--- config.mk ---
export PLATFORM = sky130hd
export DESIGN_NAME = sliding_window_maximum_top
export DESIGN_NICKNAME = d
export VERILOG_FILES = /design/src/sv/swm_pkg.sv /design/src/sv/swm_cell.sv /design/src/sv/sliding_window_maximum_top.sv
export SDC_FILE = /design/constraint.sdc
export NUM_CORES = 2
export LEC_CHECK = 0
export ABC_CLOCK_PERIOD_IN_PS = 25000
export BUFFER_PORTS_ARGS = -buffer_cell sky130_fd_sc_hd__buf_2
export CAP_MARGIN = 10
export CORE_MARGIN = 2
export CORE_UTILIZATION = 40
export CTS_BUF_LIST = sky130_fd_sc_hd__clkbuf_2 sky130_fd_sc_hd__clkbuf_4 sky130_fd_sc_hd__clkbuf_8
export CTS_CLUSTER_DIAMETER = 40
export CTS_CLUSTER_SIZE = 10
export DETAILED_ROUTE_END_ITERATION = 10
export PLACE_DENSITY = 0.53
export SLEW_MARGIN = 30
export SYNTH_ARGS = -nofsm -noshare
export SYNTH_HDL_FRONTEND = slang
export SYNTH_SLANG_ARGS = --single-unit
--- constraint.sdc ---
create_clock -name clk -period 25 [get_ports clk]
set_input_delay 1.25 -clock clk [delete_from_list [all_inputs] [get_ports clk]]
set_output_delay 1.25 -clock clk [all_outputs]
set_load 0.03 [all_outputs]
--- src/sv/swm_pkg.sv ---
// ----------------------------------------------------------------------------
// Sliding window maximum package
// Widths, types and the window size decode shared by the design.
// ----------------------------------------------------------------------------
`default_nettype none

package swm_pkg;

	localparam int WINDOW_MAX = 16;
	localparam int SAMPLE_W   = 32;
	localparam int CFG_W      = 5;
	localparam int IDX_W      = $clog2(WINDOW_MAX);
	localparam int CNT_W      = $clog2(WINDOW_MAX + 1);
	localparam logic [CFG_W-1:0] WINDOW_SIZE_RST = CFG_W'(3);

	typedef logic signed [SAMPLE_W-1:0] sample_t;
	typedef logic [CFG_W-1:0] cfg_t;
	typedef logic [IDX_W-1:0] idx_t;
	typedef logic [CNT_W-1:0] cnt_t;

	// Returns the index of the oldest sample covered by the window.
	function automatic idx_t last_index(input cfg_t ws);
		idx_t res;
		if (ws == '0) begin
			res = '0;
		end else if (CNT_W'(ws) > CNT_W'(WINDOW_MAX)) begin
			res = IDX_W'(WINDOW_MAX - 1);
		end else begin
			res = IDX_W'(ws - CFG_W'(1));
		end
		return res;
	endfunction

endpackage

`default_nettype wire

--- src/sv/swm_cell.sv ---
// ----------------------------------------------------------------------------
// Sliding window maximum cell
// Holds the maximum of the newest samples up to its own position in the row.
// ----------------------------------------------------------------------------
`default_nettype none

module swm_cell (
	input  wire                   clk,
	input  wire                   en,
	input  wire swm_pkg::sample_t x,
	input  wire swm_pkg::sample_t prev,
	output swm_pkg::sample_t      max_q,
	output swm_pkg::sample_t      max_nx
);
	import swm_pkg::*;

	// The new sample joins the maximum that the neighbor held one beat earlier.
	assign max_nx = (prev > x) ? prev : x;

	always_ff @(posedge clk) begin
		if (en) begin
			max_q <= max_nx;
		end
	end

endmodule

`default_nettype wire

--- src/sv/sliding_window_maximum_top.sv ---
// ----------------------------------------------------------------------------
// Sliding window maximum
// Running maximum over the newest window_size signed samples (0 acts as 1, above 16 as 16).
// ----------------------------------------------------------------------------
//  channel   signals                              direction
//  input     in_valid, in_stall, sample, first    sample beats in
//  output    out_valid, out_stall, window_max     maximum beats out
//  config    cfg_wr_en, cfg_wr_data               window_size write
//
// One input beat is taken every cycle while in_stall is low; a result is
// registered in window_max, or in skid_q while the output stalls. Each cell
// of the row does one signed compare per beat, and a single mux picks the
// cell for the window size. Reset clears the control state only. A two-entry
// output buffer absorbs one stalled result; the input stalls only while both entries are full.
`default_nettype none

module sliding_window_maximum_top (
	input  wire                   clk,
	input  wire                   arst_n,
	input  wire                   in_valid,
	output logic                  in_stall,
	input  wire swm_pkg::sample_t sample,
	input  wire                   first,
	output logic                  out_valid,
	input  wire                   out_stall,
	output swm_pkg::sample_t      window_max,
	input  wire                   cfg_wr_en,
	input  wire swm_pkg::cfg_t    cfg_wr_data
);
	import swm_pkg::*;

	cfg_t    window_size_q;
	cnt_t    filled_q;
	cnt_t    filled_nx;
	idx_t    last_idx;
	logic    in_fire;
	logic    out_fire;
	logic    res_valid;
	sample_t res_value;
	logic    skid_valid_q;
	sample_t skid_q;
	sample_t cell_q  [WINDOW_MAX];
	sample_t cell_nx [WINDOW_MAX];

	assign in_stall = skid_valid_q;
	assign in_fire  = in_valid && !skid_valid_q;
	assign out_fire = out_valid && !out_stall;

	always_ff @(posedge clk or negedge arst_n) begin
		if (!arst_n) begin
			window_size_q <= WINDOW_SIZE_RST;
		end else if (cfg_wr_en) begin
			window_size_q <= cfg_wr_data;
		end
	end

	genvar gi;
	generate
		for (gi = 0; gi < WINDOW_MAX; gi++) begin : g_cell
			swm_cell u_cell (
				.clk    (clk),
				.en     (in_fire),
				.x      (sample),
				.prev   ((gi == 0) ? sample : cell_q[(gi == 0) ? 0 : gi - 1]),
				.max_q  (cell_q[gi]),
				.max_nx (cell_nx[gi])
			);
		end
	endgenerate

	always_comb begin
		if (first) begin
			filled_nx = CNT_W'(1);
		end else if (filled_q == CNT_W'(WINDOW_MAX)) begin
			filled_nx = filled_q;
		end else begin
			filled_nx = filled_q + CNT_W'(1);
		end
	end

	assign last_idx  = last_index(window_size_q);
	assign res_valid = in_fire && (filled_nx > CNT_W'(last_idx));
	assign res_value = cell_nx[last_idx];

	always_ff @(posedge clk or negedge arst_n) begin
		if (!arst_n) begin
			filled_q <= '0;
		end else if (in_fire) begin
			filled_q <= filled_nx;
		end
	end

	always_ff @(posedge clk or negedge arst_n) begin
		if (!arst_n) begin
			out_valid    <= 1'b0;
			skid_valid_q <= 1'b0;
		end else if (skid_valid_q) begin
			if (out_fire) begin
				skid_valid_q <= 1'b0;
			end
		end else if (res_valid) begin
			if (out_valid && !out_fire) begin
				skid_valid_q <= 1'b1;
			end else begin
				out_valid <= 1'b1;
			end
		end else if (out_fire) begin
			out_valid <= 1'b0;
		end
	end

	always_ff @(posedge clk) begin
		if (skid_valid_q) begin
			if (out_fire) begin
				window_max <= skid_q;
			end
		end else if (res_valid) begin
			if (out_valid && !out_fire) begin
				skid_q <= res_value;
			end else begin
				window_max <= res_value;
			end
		end
	end

endmodule

`default_nettype wire

Word level (Yosys, flattened, before mapping). Index checks and enable logic that the tools add are counted. Widths: inputs -> output; s select.

Register bits: 556. Word-level logic and storage cells: 93.

Add/subtract/negate cells: 2. Magnitude comparators: 18. Eq/ne operators: 4. Mux-type cells: 33. Bitwise gates (word level): 2. Reductions and logical operators: 13.

Operators with widths (count): $mux 32 (21); $gt 32x32->1 (15); $bmux 32 s4 (1); $mux 5 (2); $reduce_and 3->1 (3); $mux 4 (2); $mux 1 (7); $ne 2x2->1 const B (3); $add 5x1->5 const B (1); $eq 5x5->1 const B (1); $ge 5x5->1 const B (1); $gt 5x4->1 (1); $gt 5x5->1 const B (1); $logic_not 5->1 (1); $not 4->5 (1); $logic_and 1x1->1 (4); $reduce_bool 2->1 (2); $sub 4x1->4 const B (1); $logic_not 1->1 (3); $not 1->1 (1).

Depth between registers and ports, before layout.
Word-level depth: 10. Gate-level depth with buffers: 18. Mapped depth without buffers: 15.

Cells and area by module. From an unflattened synthesis, not the netlist that was laid out.

Cells, all modules: 3872. Area total of the unflattened synthesis: 46108.0 um^2.

By module, submodules not included: swm_cell (instances 16, cells each 180, area an instance 2349.8 um^2); sliding_window_maximum_top (instances 1, cells each 992, area an instance 8511.9 um^2).

Worst setup path after synthesis. OpenSTA, ideal clock, no wires.

Path type: in2reg. Start point: input in_valid. End point: register window_max[0], enable pin. Data arrival time: 15.532 ns. Path slack: 8.997 ns. Stages on the path: 4. Buffers on the path: 0. Path through: nand2_1 > inv_1 > o21ai_0 > a21boi_0.

Longest elaborated chain between the ends: 4.

RTL lines: start, declared (line sliding_window_maximum_top.sv:20) `input wire in_valid,`; $logic_and 1x1->1 (line sliding_window_maximum_top.sv:46) `assign in_fire = in_valid && !skid_valid_q;`; net g_cell[0].u_cell.en (line swm_cell.sv:9) `input wire en,`; $logic_and 1x1->1 (line sliding_window_maximum_top.sv:82) `assign res_valid = in_fire && (filled_nx > CNT_W'(last_idx));`; $reduce_bool 2->1 (no source line); $reduce_and 3->1 (no source line); end signal, assigned (line sliding_window_maximum_top.sv:115) `window_max <= skid_q;`; end signal, assigned (line sliding_window_maximum_top.sv:121) `window_max <= res_value;`; end, declared (line sliding_window_maximum_top.sv:26) `output swm_pkg::sample_t window_max,`.

The timed path passes the listed nets, and every way through them passes these cells. A chain may end at the register's enable or synchronous reset.

Final worst setup path.
Start point: input sample[27]. End point: register window_max[0] (data pin).

Longest elaborated chain between the ends: 8. Elaborated cells between the ends (all ways): 36. Those cells by class: 15 x order compare; 21 x mux.

RTL lines: start, declared (line sliding_window_maximum_top.sv:22) `input wire swm_pkg::sample_t sample,`; $gt 32x32->1 (line swm_cell.sv:18) `assign max_nx = (prev > x) ? prev : x;`; $mux 32 (line swm_cell.sv:18); $bmux 32 s4 (*) (line sliding_window_maximum_top.sv:83) `assign res_value = cell_nx[last_idx];`; $mux 32 (implied by the code) (*) (2 in series) (line sliding_window_maximum_top.sv:83); $mux 32 (*) (line sliding_window_maximum_top.sv:118) `if (out_valid && !out_fire) begin`; $mux 32 (*) (line sliding_window_maximum_top.sv:117) `end else if (res_valid) begin`; $mux 32 (*) (line sliding_window_maximum_top.sv:113) `if (skid_valid_q) begin`.

Every way passes the cells marked *; elsewhere a longest branch is shown, timed or not. The select of a mux whose other input is x is not followed.

==> results.sh <==
export IMPL_boundaryPins=77
export IMPL_status="completed"
export IMPL_intPower_mw=3.26
export IMPL_synth_area_per_cell_um2=10.2
export IMPL_crit_type="input pin to flop"
export IMPL_cts_setup_buffers=0
export IMPL_async_flop_share=0.0216
export IMPL_nets=4534
export IMPL_grt_pass1_wl_um=240000
export IMPL_fmax_mhz=162
export IMPL_initial_utilization=0.402
export IMPL_p_clk_frac=0.197
export IMPL_cts_hold_buf=0
export IMPL_critPathBufInv=4
export IMPL_path_max_fanout=19
export IMPL_ys_seq_area_frac=0.415
export IMPL_power_share_combinational=0.470
export IMPL_synth_simple_area_share=0.124
export IMPL_cts_made_buffers=131
export IMPL_place_congestion=0.962
export IMPL_hold_class="input pin to async pin"
export IMPL_syn_inst=3942
export IMPL_grt_pass1_vias=33300
export IMPL_hold_slack_ns=0.299
export IMPL_wl_per_cell_um=31.1
export IMPL_synth_top_family_by_area="compound AO/OA/AOI/OAI gates"
export IMPL_dieArea_um2=103000
export IMPL_ys_warn_count=0
export IMPL_cts_tree="done"
export IMPL_clk_latency_ns=0.86
export IMPL_ys_seq_elements=556
export IMPL_die_h_um=321
export IMPL_setup_violations_final=0
export IMPL_overflow=0
export IMPL_synth_mux_area_frac=0.0589
export IMPL_cts_root_buf="clkbuf_8"
export IMPL_critPathTopFamily="compound AO/OA/AOI/OAI gates"
export IMPL_period_share=0.247
export IMPL_clock_path_buffers=3
export IMPL_rsz0062_at_grt="no"
export IMPL_fp_coreArea_um2=99700
export IMPL_crit_path_max_incr_delay_ns=0.92
export IMPL_swShare=0.455
export IMPL_cts_htree_levels=4
export IMPL_cts_sinks=556
export IMPL_grt_max_degree=159
export IMPL_fin_util=0.450
export IMPL_crit_required_ns=25.58
export IMPL_finalClockSkew_ns=0.0731
export IMPL_vdd_drop_max_mv=0.0613
export IMPL_power_density_nw_per_um2=133
export IMPL_yosys_top_cells_count="edfxtp_1 (544), ha_1 (487), nand2_1 (415)"
export IMPL_synth_area_top_cells="edfxtp_1 (41%), ha_1 (15%), o21ai_0 (5.0%), mux2_2 (4.6%), nand2_1 (3.9%)"
export IMPL_synth_most_common_cell="edfxtp_1"
export IMPL_die_x_um=321
export IMPL_area_sequential_um2=16600
export IMPL_numPortBuffers=76
export IMPL_fin_tns_setup_ns=0
export IMPL_reg2regPathDepth=8
export IMPL_timing_final_crit_period_ns=6.18
export IMPL_critPathSlowestCell="a2111oi_1"
export IMPL_drt_total_wl_um=168000
export IMPL_drt_vias_per_instance=6.53
export IMPL_synth_xor_area_frac=0.00109
export IMPL_ys_flop_type="edfxtp_1"
export IMPL_hold_viol=0
export IMPL_syn_area_um2=40100
export IMPL_yosys_area_share_adder=0.152
export IMPL_synth_compound_area_frac=0.210
export IMPL_seqPwrFrac=0.332
export IMPL_cts_resized=0
export IMPL_maxCapViolCount=0
export IMPL_dpl_hpwl_um=123000
export IMPL_drc=0
export IMPL_cp_end_kind="flop"
export IMPL_slew_viol_final=0
export IMPL_dr_first_iter_drc_count=4599
export IMPL_antenna_found_initial=10
export IMPL_clk_pin_slew_worst_paths_ns=0.05
export IMPL_synth_edf_count=544
export IMPL_row_count=116
export IMPL_worstMarginPinSlew_ns=1.08
export IMPL_netlist_top_cell_by_area="edfxtp_1"
export IMPL_antenna_left=0
export IMPL_drive_above_1_share=0.164
export IMPL_synthDistinctLibCells=94
export IMPL_worstPathArrival_ns=6.76
export IMPL_first_pass_iters=9
export IMPL_p_switching_mw=2.72
export IMPL_vias=35300
export IMPL_grtUsageTotal=0.321
export IMPL_num_fill_cells=9462
export IMPL_synth_nets=4472
export IMPL_crit_chain="buf_2, buf_4, inv_1, ha_1, nand4_1, nor3_1, a22oi_1, o211ai_1, a2111oi_1, or2_2, buf_4, nand2_1, o21ai_0, o211ai_1, a41o_1"
export IMPL_slew_headroom=0.282
export IMPL_multi_input_area_um2=22000
export IMPL_syn_to_final_growth_pct=11.9
export IMPL_worst_path_stages=15
export IMPL_power_leakage_nw=17.7
export IMPL_start_kind="input pin"
export IMPL_yosysTopAreaCellShare=0.407
## cells in the final DEF, fill, tap and decap left out, types with 17 or more instances in the layout
cell       synthesis  layout
o221ai_1          51      51
inv_1            128     127
nor2b_1           19      19
nand4_1          113     113
o211ai_1          77      77
nor3_1            41      37
a21o_1            76      74
o21ai_0          402     401
edfxtp_1         544     544
nand3_1          100      99
or3_1             23      23
clkbuf_8           0     134
o22ai_1           26      26
nor2_1           192     187
a221oi_1          37      37
a32o_1            17      17
buf_4              2     101
nand2_1          415     413
o2111ai_1         43      43
mux2i_1           50      49
clkinv_2           0      18
mux2_2           164     164
ha_1             487     487
a21oi_1          227     227
or4_1             18      18
buf_2             31      76
a31oi_1           25      25
o221a_2           39      39
and3_1            42      41
clkinv_1           1      23
## power by group through the flow
stage,logic [mW],registers [mW],clock network (mW)
after detailed placement,2.72,1.98,0
after floorplan,1.85,1.85,0
after global placement,2.70,1.99,0
after CTS,2.73,1.97,1.19
after global routing,3.05,2.00,1.23
final,2.81,1.99,1.18
## flip-flops by register name, summed over array words and instances, names as in the netlist
name / flops
window_max: 32
g_cell.u_cell.max_q: 480
window_size_q: 5
in_stall: 1
out_valid: 1
filled_q: 5
skid_q: 32
## worst register-to-register path, delay by kind of cell, from the launching register on
kind / cells / cell delay [ns]
AND/OR/NAND/NOR: 1 / 0.41
buffers and inverters: 7 / 4.19
flip-flops: 1 / 0.38
## layer usage
layer | global-route usage | share of wire
met5 | 0 | 0.00015
met1 | 0.443 | 0.42
met4 | 0.113 | 0.034
met2 | 0.489 | 0.44
met3 | 0.0788 | 0.11
## through the flow
step	instance area, um2	power, mW	setup slack (ns)	cells
finish	44900	5.98	18.82	5402
global route	44900	6.28	18.73	5401
CTS	44800	5.89	19.12	5397
detailed placement	42000	4.70	18.25	5166
global placement	41900	4.69	18.01	5163
floorplan	40100	3.69	9.00	3942
## worst paths after layout
check,from,endpoint,slack (ns)
max,sample[27],window_max[0],18.82
min,arst_n,filled_q[3],0.30
max reg2reg,in_stall,g_cell[0].u_cell.max_q[21],19.55
min reg2reg,window_size_q[0],window_size_q[0],0.54
max in group asynchronous,arst_n,window_size_q[1],24.42
min in group clk,window_size_q[0],window_size_q[0],0.54
## area by class of cell
| type | instances | area share |
|---|---|---|
| Multi-Input combinational cell | 2999 | 0.492 |
| Clock buffer | 149 | 0.0436 |
| Antenna cell | 2 | 0.000112 |
| Sequential cell | 556 | 0.371 |
| Clock inverter | 82 | 0.0183 |
| Inverter | 132 | 0.0112 |
| Timing Repair Buffer | 184 | 0.0281 |
| Tap cell | 1298 | 0.0362 |
## cell families after synthesis
family | Yosys count
flip-flops | 556
adder cells (fa/ha/maj) | 487
buffers and inverters | 387
multiplexers | 215
AND/OR/NAND/NOR | 1050
AO/OA/AOI/OAI | 1242
XOR/XNOR | 5
(Power assumes the default switching activity.)
